File: src/design/glc_pkg.sv
// Shared constants and controller/datapath interface types for the glyph slot cache.
package glc_pkg;

  localparam int unsigned SlotCountDef  = 256;
  localparam int unsigned StampWidthDef = 32;
  localparam int unsigned CodeWidthDef  = 21;

  localparam int unsigned CharCodeW  = 21;
  localparam int unsigned SlotIndexW = 8;

  typedef struct packed {
    logic start;
    logic scan;
    logic commit;
  } glc_cmd_t;

  typedef struct packed {
    logic last_addr;
  } glc_status_t;

endpackage

File: src/design/glc_ctrl.sv
// Controller state machine: sequences lookup scan, commit and result handoff.
module glc_ctrl
  import glc_pkg::*;
(
  input  logic        clk_i,
  input  logic        rst_ni,
  input  logic        in_valid_i,
  output logic        in_ready_o,
  output logic        out_valid_o,
  input  logic        out_ready_i,
  input  glc_status_t status_i,
  output glc_cmd_t    cmd_o
);

  localparam logic [1:0] StIdle   = 2'd0;
  localparam logic [1:0] StScan   = 2'd1;
  localparam logic [1:0] StDrain  = 2'd2;
  localparam logic [1:0] StCommit = 2'd3;

  logic [1:0] state_q, state_d;
  logic       out_valid_q, out_valid_d;

  always_comb begin
    state_d     = state_q;
    cmd_o       = '0;
    out_valid_d = out_valid_q && !out_ready_i;
    unique case (state_q)
      StIdle: begin
        if (in_valid_i) begin
          cmd_o.start = 1'b1;
          state_d     = StScan;
        end
      end
      StScan: begin
        cmd_o.scan = 1'b1;
        if (status_i.last_addr) begin
          state_d = StDrain;
        end
      end
      StDrain: begin
        state_d = StCommit;
      end
      StCommit: begin
        if (!out_valid_q || out_ready_i) begin
          cmd_o.commit = 1'b1;
          out_valid_d  = 1'b1;
          state_d      = StIdle;
        end
      end
      default: begin
        state_d = StIdle;
      end
    endcase
  end

  always_ff @(posedge clk_i or negedge rst_ni) begin
    if (!rst_ni) begin
      state_q     <= StIdle;
      out_valid_q <= 1'b0;
    end else begin
      state_q     <= state_d;
      out_valid_q <= out_valid_d;
    end
  end

  assign in_ready_o  = (state_q == StIdle);
  assign out_valid_o = out_valid_q;

endmodule

File: config.mk
export PLATFORM = sky130hd
export DESIGN_NAME = glc_ctrl
export DESIGN_NICKNAME = d
export VERILOG_FILES = /design/src/design/glc_pkg.sv /design/src/design/glc_ctrl.sv
export SDC_FILE = /design/constraint.sdc
export NUM_CORES = 1
export LEC_CHECK = 0
export BUFFER_PORTS_ARGS = -buffer_cell sky130_fd_sc_hd__buf_4
export CORE_AREA = 2 2 39 41
export DETAILED_ROUTE_END_ITERATION = 8
export DIE_AREA = 0 0 41 43
export MAX_ROUTING_LAYER = met4
export PLACE_DENSITY = 0.43
export REMOVE_ABC_BUFFERS = 1
export SLEW_MARGIN = 10
export SYNTH_ARGS = -nofsm -noshare
export SYNTH_HDL_FRONTEND = slang
export SYNTH_SLANG_ARGS = --single-unit
File: constraint.sdc
create_clock -name clk_i -period 4.1 [get_ports clk_i]
set_input_delay 0.82 -clock clk_i [delete_from_list [all_inputs] [get_ports clk_i]]
set_output_delay 0.82 -clock clk_i [all_outputs]
set_load 0.01 [all_outputs]
==> reports/qor.yml, run 1 <==
yosys:
  mappedNetlistArea_um2: 231.5
  syn_inst: 20
  ys_warn_count: 0
  synth_area_per_cell_um2: 11.57
  yosysUniqueCellTypes: 11
  yosysTopAreaCell: "dfrtp_1"
  synth_top_area_frac: 0.3243
  yosysSeqAreaShare: 0.3243
  synth_seq_cells: 3
  yosys-top-cells-area: "dfrtp_1, ha_1, o221ai_4"
critical_path:
  worst_setup_path_start_kind: "primary input"
  endpoint_kind: "output port"
  worstPathMaxFanout: 3
  arrival_ns: 1.36
  crit_type: "primary input to output port"
  worst_ep_required_time_ns: 3.28
layout:
  final_common_cell: "buf_4"
  area_growth_pct: 49.19
  fin_nets: 43
  drive_above_1_share: 0.4545
  final_cell_mix: "buf_4, inv_1, ha_1"
  finish.utilization: 0.2495
  diodes: 0
grt:
  track_usage: 0.07099
  grt_pass1_vias: 155
  grt_start_max_net_pins: 5
  overflow: 0
  grt_antenna_before_repair: 0
  grt_first_pass_wirelength_um: 710
clock_tree:
  htree_num_levels: 1
  post_cts_buffers: 0
  clk_pin_slew_ns: 0.04
  cts_hold_buf: 0
  cts-root-buf: "clkbuf_4"
  cts.path.max_buffers: 2
  clock_latency_ns: 0.23
  ctsResizeCount: 0
  cts-buffers-inserted: 3
  cts_num_sinks: 3
  cts_tree: "yes"
floorplan:
  rows: 14
  core_area_mm2: 0.001384
  die_w_um: 41
  pin_count: 10
  initial_utilization: 0.1673
  fp.dieArea_mm2: 0.001763
  die_height_um: 43
timing:
  slew_violations: 0
  fmax_mhz: 458.8
  fin_crit_sh: 0.5316
  max_slew.worst_pin.slew_ns: 0.1998
  period_minus_slack_ns: 2.179
  fin_hold_ws_ns: 0.3654
  relSlewSlack: 0.8668
  hold_viol_final: 0
  timing.setup.tns_ns: 0
  finalSetupViolCount: 0
  rsz0062_at_grt: "no"
  fin_ws_ns: 1.921
  fin_skew_ns: 0.001878
placed_design:
  gp_congestion: 0.5752
  place_ws_ns: 1.918
  hpwlAfterDp_um: 358.1
  io_buffers: 9
drt:
  vias: 179
  wire_per_inst_um: 9.122
  totalWireLength_um: 447
  dr.pass1.iters: 2
  drc: 0
  drt_iter0_markers: 3
  drt-vias-per-instance: 3.653
  antenna_left: 0
power_and_ir_drop:
  vdd_ir_drop_max_v: 0.0003059
  p_per_area_mw_per_mm2: 779.7
  power.leakage_nw: 0.1798
  total_power_mw: 0.2693
job:
  maxCapViolCount: 0
min_path:
  hp-class: "primary input to asynchronous set/reset pin"
run_status:
  status: "complete, no violations"
==> where the power goes <==
group          internal, mW  switching (mW)
clock network        0.0365          0.0162
logic                0.0839          0.0702
registers            0.0461          0.0163
==> cell type report <==
type,instances,area [um2]
clock buffer,4,26.28
fill,154,1039
inverter,4,15.01
multi-input combinational,13,141.4
sequential,3,75.07
tap,16,20.02
timing repair buffer,9,67.56
==> per-stage QoR <==
step	instance area, um2	std cells
2_1_floorplan	231.5	20
3_3_place_gp	319.1	45
3_5_place_dp	319.1	45
4_1_cts	345.3	49
5_1_grt	345.3	49
6_report	345.3	49
==> worst max-delay path, cell delays in order <==
cell      delay [ns]
buf_4           0.11
nand2b_4        0.15
and2_1          0.15
buf_4           0.13
==> metal layers <==
metal,GRT usage,vias to the layer above,part of all wire
met5,-,-,0
met4,0.08000,0,0
met3,0.04712,0,0.15
met2,0.07500,10,0.41
met1,0.07717,82,0.43
li1,-,87,-
==> worst paths after layout <==
kind / start / end / slack [ns] / cells past startpoint
max: out_ready_i / cmd_o[0] / 1.92 / 4
min: rst_ni / state_q[1]$_DFFE_PN0P_ / 0.37 / 1
max reg2reg: state_q[1]$_DFFE_PN0P_ / state_q[1]$_DFFE_PN0P_ / 2.69 / 5
min reg2reg: out_valid_o$_DFF_PN0_ / out_valid_o$_DFF_PN0_ / 0.55 / 2
max in group asynchronous: rst_ni / state_q[0]$_DFFE_PN0P_ / 3.64 / 1
min in group clk_i: out_valid_o$_DFF_PN0_ / out_valid_o$_DFF_PN0_ / 0.55 / 2
==> cell usage after synthesis <==
cell type and number:
mux2i_1 1, inv_1 4, nand2b_4 1, dfrtp_1 3, nand2b_1 1, nand2_1 1
ha_1 4, nor2_1 1, and2_1 2, o221ai_4 1, mux2_4 1
==> sequential cells by signal (all words and copies together), names as in the netlist <==
signal / count
state_q: 2
out_valid_o: 1
==> kinds of logic (layout without fill, tap and decap cells) <==
group / Yosys count / after routing / share of synthesized area
fa+ha+maj: 4 / 4 / 0.2162
simple gates: 6 / 6 / 0.1729
flops: 3 / 3 / 0.3243
mux: 2 / 2 / 0.1081
buf+inv: 4 / 17 / 0.06485
compound gates: 1 / 1 / 0.1135
Power figures use the tool's default switching activity.
==> run 2, diff against run 1 <==
ABC_AREA = 1   (was default)
PLACE_DENSITY = 0.44   (was 0.43)
clock period = 1.8 ns   (was 4.1 ns; I/O delays follow)
==> reports/qor.yml, run 2 <==
critical_path:
  cp_common_cell: "inv_1"
  worst_path_largest_cell_delay_ns: 0.39
  crit_chain: "inv_1 > ha_1 > nand2_1 > inv_1 > buf_4"
  cp_slowest_cell: "dfrtp_1"
  r2r-end: "state_q[0]$_DFFE_PN0P_"
  r2r_setup_slack_ns: 0.68
  arrival_ns: 1.17
  reg2reg_depth: 6
  endpoint_kind: "output port"
  crit_type: "flip-flop to output port"
  worst_ep_required_time_ns: 1.44
  rr_startpoint: "state_q[0]$_DFFE_PN0P_"
  worstPathMaxFanout: 4
  worst_setup_path_start_kind: "flip-flop"
grt:
  grtUsageMet1: 0.04545
  grt_antenna_before_repair: 0
  grt_first_pass_wirelength_um: 703
  grt_pass1_vias: 218
  overflow: 0
  grt_start_max_net_pins: 5
  grt_use_met3: 0.01571
  track_usage: 0.06502
  grt-busiest-layer: "met2"
  grtUsageMet2: 0.1063
yosys:
  yosysTopAreaCell: "dfrtp_1"
  yosysSeqAreaShare: 0.3141
  ys_warn_count: 0
  synth_top_area_frac: 0.3141
  synth-edff-count: 0
  mappedNetlistArea_um2: 239.0
  ys.flop_type: "dfrtp_1"
  yosys-top-cells-area: "dfrtp_1, ha_1, inv_1"
  syn_inst: 31
  synth_commonest_cells: "inv_1, nand2_1, ha_1, dfrtp_1"
  postSynth.asyncResetShare: 1.000
  yosysUniqueCellTypes: 8
  synth_area_per_cell_um2: 7.709
  yosysMostFrequentCell: "inv_1"
  synth_seq_cells: 3
power_and_ir_drop:
  p_per_area_mw_per_mm2: 1592
  vdd_ir_drop_max_v: 0.0005410
  power.leakage_nw: 0.2199
  total_power_mw: 0.5777
clock_tree:
  post_cts_buffers: 0
  cts.path.max_buffers: 2
  cts-root-buf: "clkbuf_4"
  htree_num_levels: 1
  cts_num_sinks: 3
  cts_hold_buf: 1
  ctsResizeCount: 0
  cts_tree: "yes"
  clock_latency_ns: 0.23
  clk_pin_slew_ns: 0.03
  cts-buffers-inserted: 3
min_path:
  holdPathStages: 4
  hp-class: "primary input to flip-flop"
  worstHoldStart: "out_ready_i"
  min_to: "out_valid_o$_DFF_PN0_"
layout:
  final_cell_mix: "inv_1, buf_4, nand2_1"
  fin_nets: 55
  diodes: 0
  largest_register_ffs: 2
  fin_area_um2: 362.8
  multi_input_area_um2: 130.1
  area_growth_pct: 51.83
  drive_above_1_share: 0.3556
  fillers: 151
  regArea_um2: 75.07
  top_register: "state_q"
timing:
  timing.setup.tns_ns: 0
  hold_viol_final: 0
  fin_skew_ns: 0.002503
  period_minus_slack_ns: 1.529
  rsz0062_at_grt: "no"
  slew_violations: 0
  finalSetupViolCount: 0
  fmax_mhz: 654.2
  relSlewSlack: 0.9006
  fin_crit_sh: 0.8492
  max_slew.worst_pin.slew_ns: 0.1490
drt:
  drt-vias-per-instance: 3.508
  vias: 214
  drc: 0
  totalWireLength_um: 428
  antenna_left: 0
  wire_per_inst_um: 7.016
  drt_iter0_markers: 0
  dr.pass1.iters: 1
floorplan:
  die_height_um: 43
  rows: 14
  initial_utilization: 0.1727
  fp.dieArea_mm2: 0.001763
  pin_count: 10
  die_w_um: 41
  core_area_mm2: 0.001384
placed_design:
  gp_congestion: 0.6844
  hpwlAfterDp_um: 353.1
  io_buffers: 9
  place_area_um2: 326.6
run_status:
  status: "complete, no violations"
job:
  maxCapViolCount: 0
-- run 2: changes by cell type after synthesis, sizes merged, moves of 2 or more --
cell,delta
and2,-2
nand3,+2
inv,+5
nand4,+2
nand2,+9
nand2b,-2
-- run 2: worst max path at each step --
stage / from / end / slack, ns / cells after the start
floorplan: state_q[0]$_DFFE_PN0P_ / cmd_o[2] / 0.57 / 4
global placement: state_q[1]$_DFFE_PN0P_ / cmd_o[2] / 0.52 / 5
detailed placement: state_q[0]$_DFFE_PN0P_ / cmd_o[2] / 0.50 / 5
CTS: state_q[0]$_DFFE_PN0P_ / cmd_o[2] / 0.25 / 5
global route: state_q[0]$_DFFE_PN0P_ / cmd_o[2] / 0.16 / 5
finish: state_q[0]$_DFFE_PN0P_ / cmd_o[2] / 0.27 / 5
-- run 2: power breakdown --
part / switching, mW / internal [mW] / leakage (nW)
sequential: 0.0361 / 0.104 / 0.0367
combinational: 0.168 / 0.153 / 0.168
clock: 0.0335 / 0.0830 / 0.0150
-- run 2: cell families (layout without fill, tap and decap cells) --
kind of cell | count (synthesis) | after routing | share of synthesized area
flops | 3 | 3 | 0.3141
buf+inv | 9 | 23 | 0.1414
simple gates | 14 | 14 | 0.3141
compound gates | 1 | 1 | 0.02092
fa+ha+maj | 4 | 4 | 0.2094
-- run 2: area by class of cell --
cell class,instances,area share
multi-input combinational,19,0.3586
tap,16,0.05517
clock buffer,4,0.07241
inverter,9,0.09310
sequential,3,0.2069
timing repair buffer,10,0.2138
-- run 2: layer usage --
metal  vias to the layer above  part of all wire
met4                         0                 0
li1                        119                 -
met5                         -                 0
met3                         0             0.089
met2                         7              0.49
met1                        88              0.42
-- run 2: worst max-delay path: cells and delay by family (launching register included) --
kind	cells	cell delay, ns
flops	1	0.39
fa+ha+maj	1	0.25
buf+inv	3	0.24
simple gates	1	0.07
-- run 2: metrics by stage --
stage | utilization | hold slack (ns) | setup WS, ns | std cells
floorplan | - | 0.06441 | 0.5656 | 31
global placement | 0.2360 | 0.1530 | 0.5237 | 56
detailed placement | 0.2360 | 0.1504 | 0.5042 | 56
CTS | 0.2622 | 0.3949 | 0.2510 | 61
global route | 0.2622 | 0.4372 | 0.1641 | 61
finish | 0.2622 | 0.4035 | 0.2714 | 61
==> run 3, diff against run 2 <==
PLACE_DENSITY = 0.43   (was 0.44)
clock period = 1.5 ns   (was 1.8 ns; I/O delays follow)
==> reports/qor.yml, run 3 (synthesis gave the netlist of run 2 again) <==
drt:
  totalWireLength_um: 486
  vias: 219
  wire_per_inst_um: 7.839
  antenna_left: 0
  drc: 0
  dr.pass1.iters: 2
  drt_iter0_markers: 1
  drt-vias-per-instance: 3.532
clock_tree:
  cts.path.max_buffers: 2
  cts-root-buf: "clkbuf_4"
  cts-buffers-inserted: 3
  clock_latency_ns: 0.23
  htree_num_levels: 1
  clk_pin_slew_ns: 0.04
  cts_tree: "yes"
  cts_num_sinks: 3
critical_path:
  crit_family: "flip-flops"
  cp-startpoint: "state_q[1]$_DFFE_PN0P_"
  cp_slowest_cell: "dfrtp_1"
  reg2reg_depth: 6
  endpoint_kind: "output port"
  r2r_setup_slack_ns: 0.34
  worst_ep_required_time_ns: 1.20
  worstPathMaxFanout: 4
  worst_path_largest_cell_delay_ns: 0.39
  r2r-end: "state_q[1]$_DFFE_PN0P_"
  worst_setup_path_start_kind: "flip-flop"
  crit_type: "flip-flop to output port"
  critPathBufInv: 2
  cp.depth: 4
  crit_end: "cmd_o[0]"
  crit_chain: "ha_2 > inv_1 > a21oi_1 > buf_4"
  arrival_ns: 1.14
  rr_startpoint: "state_q[0]$_DFFE_PN0P_"
layout:
  final_cell_mix: "buf_4, inv_1, nand2_1"
  drive_above_1_share: 0.4130
  finish.utilization: 0.2785
  diodes: 0
  fin_nets: 56
  fillers: 148
  top_register: "state_q"
  largest_register_ffs: 2
  area_growth_pct: 61.26
  final_common_cell: "buf_4"
floorplan:
  die_w_um: 41
  pin_count: 10
  initial_utilization: 0.1727
  rows: 14
  die_height_um: 43
  core_area_mm2: 0.001384
  fp.dieArea_mm2: 0.001763
timing:
  fin_crit_sh: 0.9602
  hold_viol_final: 0
  period_minus_slack_ns: 1.440
  relSlewSlack: 0.9027
  rsz0062_at_grt: "no"
  slew_violations: 0
  fin_skew_ns: 0.001603
  finalSetupViolCount: 0
  timing.setup.tns_ns: 0
  max_slew.worst_pin.slew_ns: 0.1460
  fmax_mhz: 694.3
run_status:
  status: "complete, no violations"
grt:
  grt_pass1_vias: 220
  grt_start_max_net_pins: 5
  overflow: 0
  track_usage: 0.07018
  grt_first_pass_wirelength_um: 786
  grt_antenna_before_repair: 0
min_path:
  hp-class: "primary input to flip-flop"
placed_design:
  io_buffers: 9
  hpwlAfterDp_um: 364.6
  gp_congestion: 0.6851
power_and_ir_drop:
  power.leakage_nw: 0.2233
  vdd_ir_drop_max_v: 0.0007619
  p_per_area_mw_per_mm2: 1962
job:
  maxCapViolCount: 0
-- run 3: changes by cell type in the layout (fill, tap and decap cells not counted), sizes merged --
cell	change
buf	+1
-- run 3: what timing repair did --
item                                    4_1_cts  5_1_grt
gates resized for setup                       0        3
endpoints found under the setup margin        0        2
hold buffers                                  1        0
buffers inserted                              0        1
endpoints found under the hold margin         3        0
-- run 3: tightest hold or removal path: cells and delay by family --
kind / cells / cell delay [ns]
buffers and inverters: 2 / 0.13
AND/OR/NAND/NOR: 2 / 0.11
-- run 3: worst min-delay path by stage --
stage / startpoint / end / slack [ns] / cells after the start
after CTS: out_ready_i / out_valid_o$_DFF_PN0_ / 0.34 / 4
final: out_ready_i / out_valid_o$_DFF_PN0_ / 0.35 / 4
after detailed placement: rst_ni / state_q[0]$_DFFE_PN0P_ / 0.09 / 1
after global placement: rst_ni / state_q[0]$_DFFE_PN0P_ / 0.09 / 1
after global routing: out_ready_i / out_valid_o$_DFF_PN0_ / 0.38 / 4
after floorplan: rst_ni / out_valid_o$_DFF_PN0_ / 0.004 / 0
-- run 3: where the power goes --
part / switching (mW) / total (mW) / internal (mW)
Combinational: 0.225 / 0.450 / 0.224
Sequential: 0.0417 / 0.166 / 0.124
Clock: 0.0409 / 0.140 / 0.0996
-- run 3: final cells by class --
class	instances	area [um2]	share of cell area
Multi-Input combinational cell	19	145.1	0.3766
Timing Repair Buffer	11	85.08	0.2208
Sequential cell	3	75.07	0.1948
Inverter	9	33.78	0.08766
Clock buffer	4	26.28	0.06818
Tap cell	16	20.02	0.05195
-- run 3: per-layer routing --
layer | share of wire | wire (um) | global-route usage
met1 | 0.47 | 229 | 0.08766
met2 | 0.45 | 219 | 0.09063
met3 | 0.074 | 36 | 0
met4 | 0 | 0 | 0.08000
met5 | 0 | 0 | -
-- run 3: metrics by stage --
stage	cells	area (um2)	setup slack (ns)	power [mW]	hold WS (ns)
2_1_floorplan	31	239.0	0.3256	0.4124	0.004409
3_3_place_gp	56	326.6	0.2754	0.5626	0.09134
3_5_place_dp	56	326.6	0.2600	0.5589	0.09077
4_1_cts	61	362.8	0.004190	0.7120	0.3398
5_1_grt	62	385.4	0.003526	0.8497	0.3806
6_report	62	385.4	0.05971	0.7561	0.3463
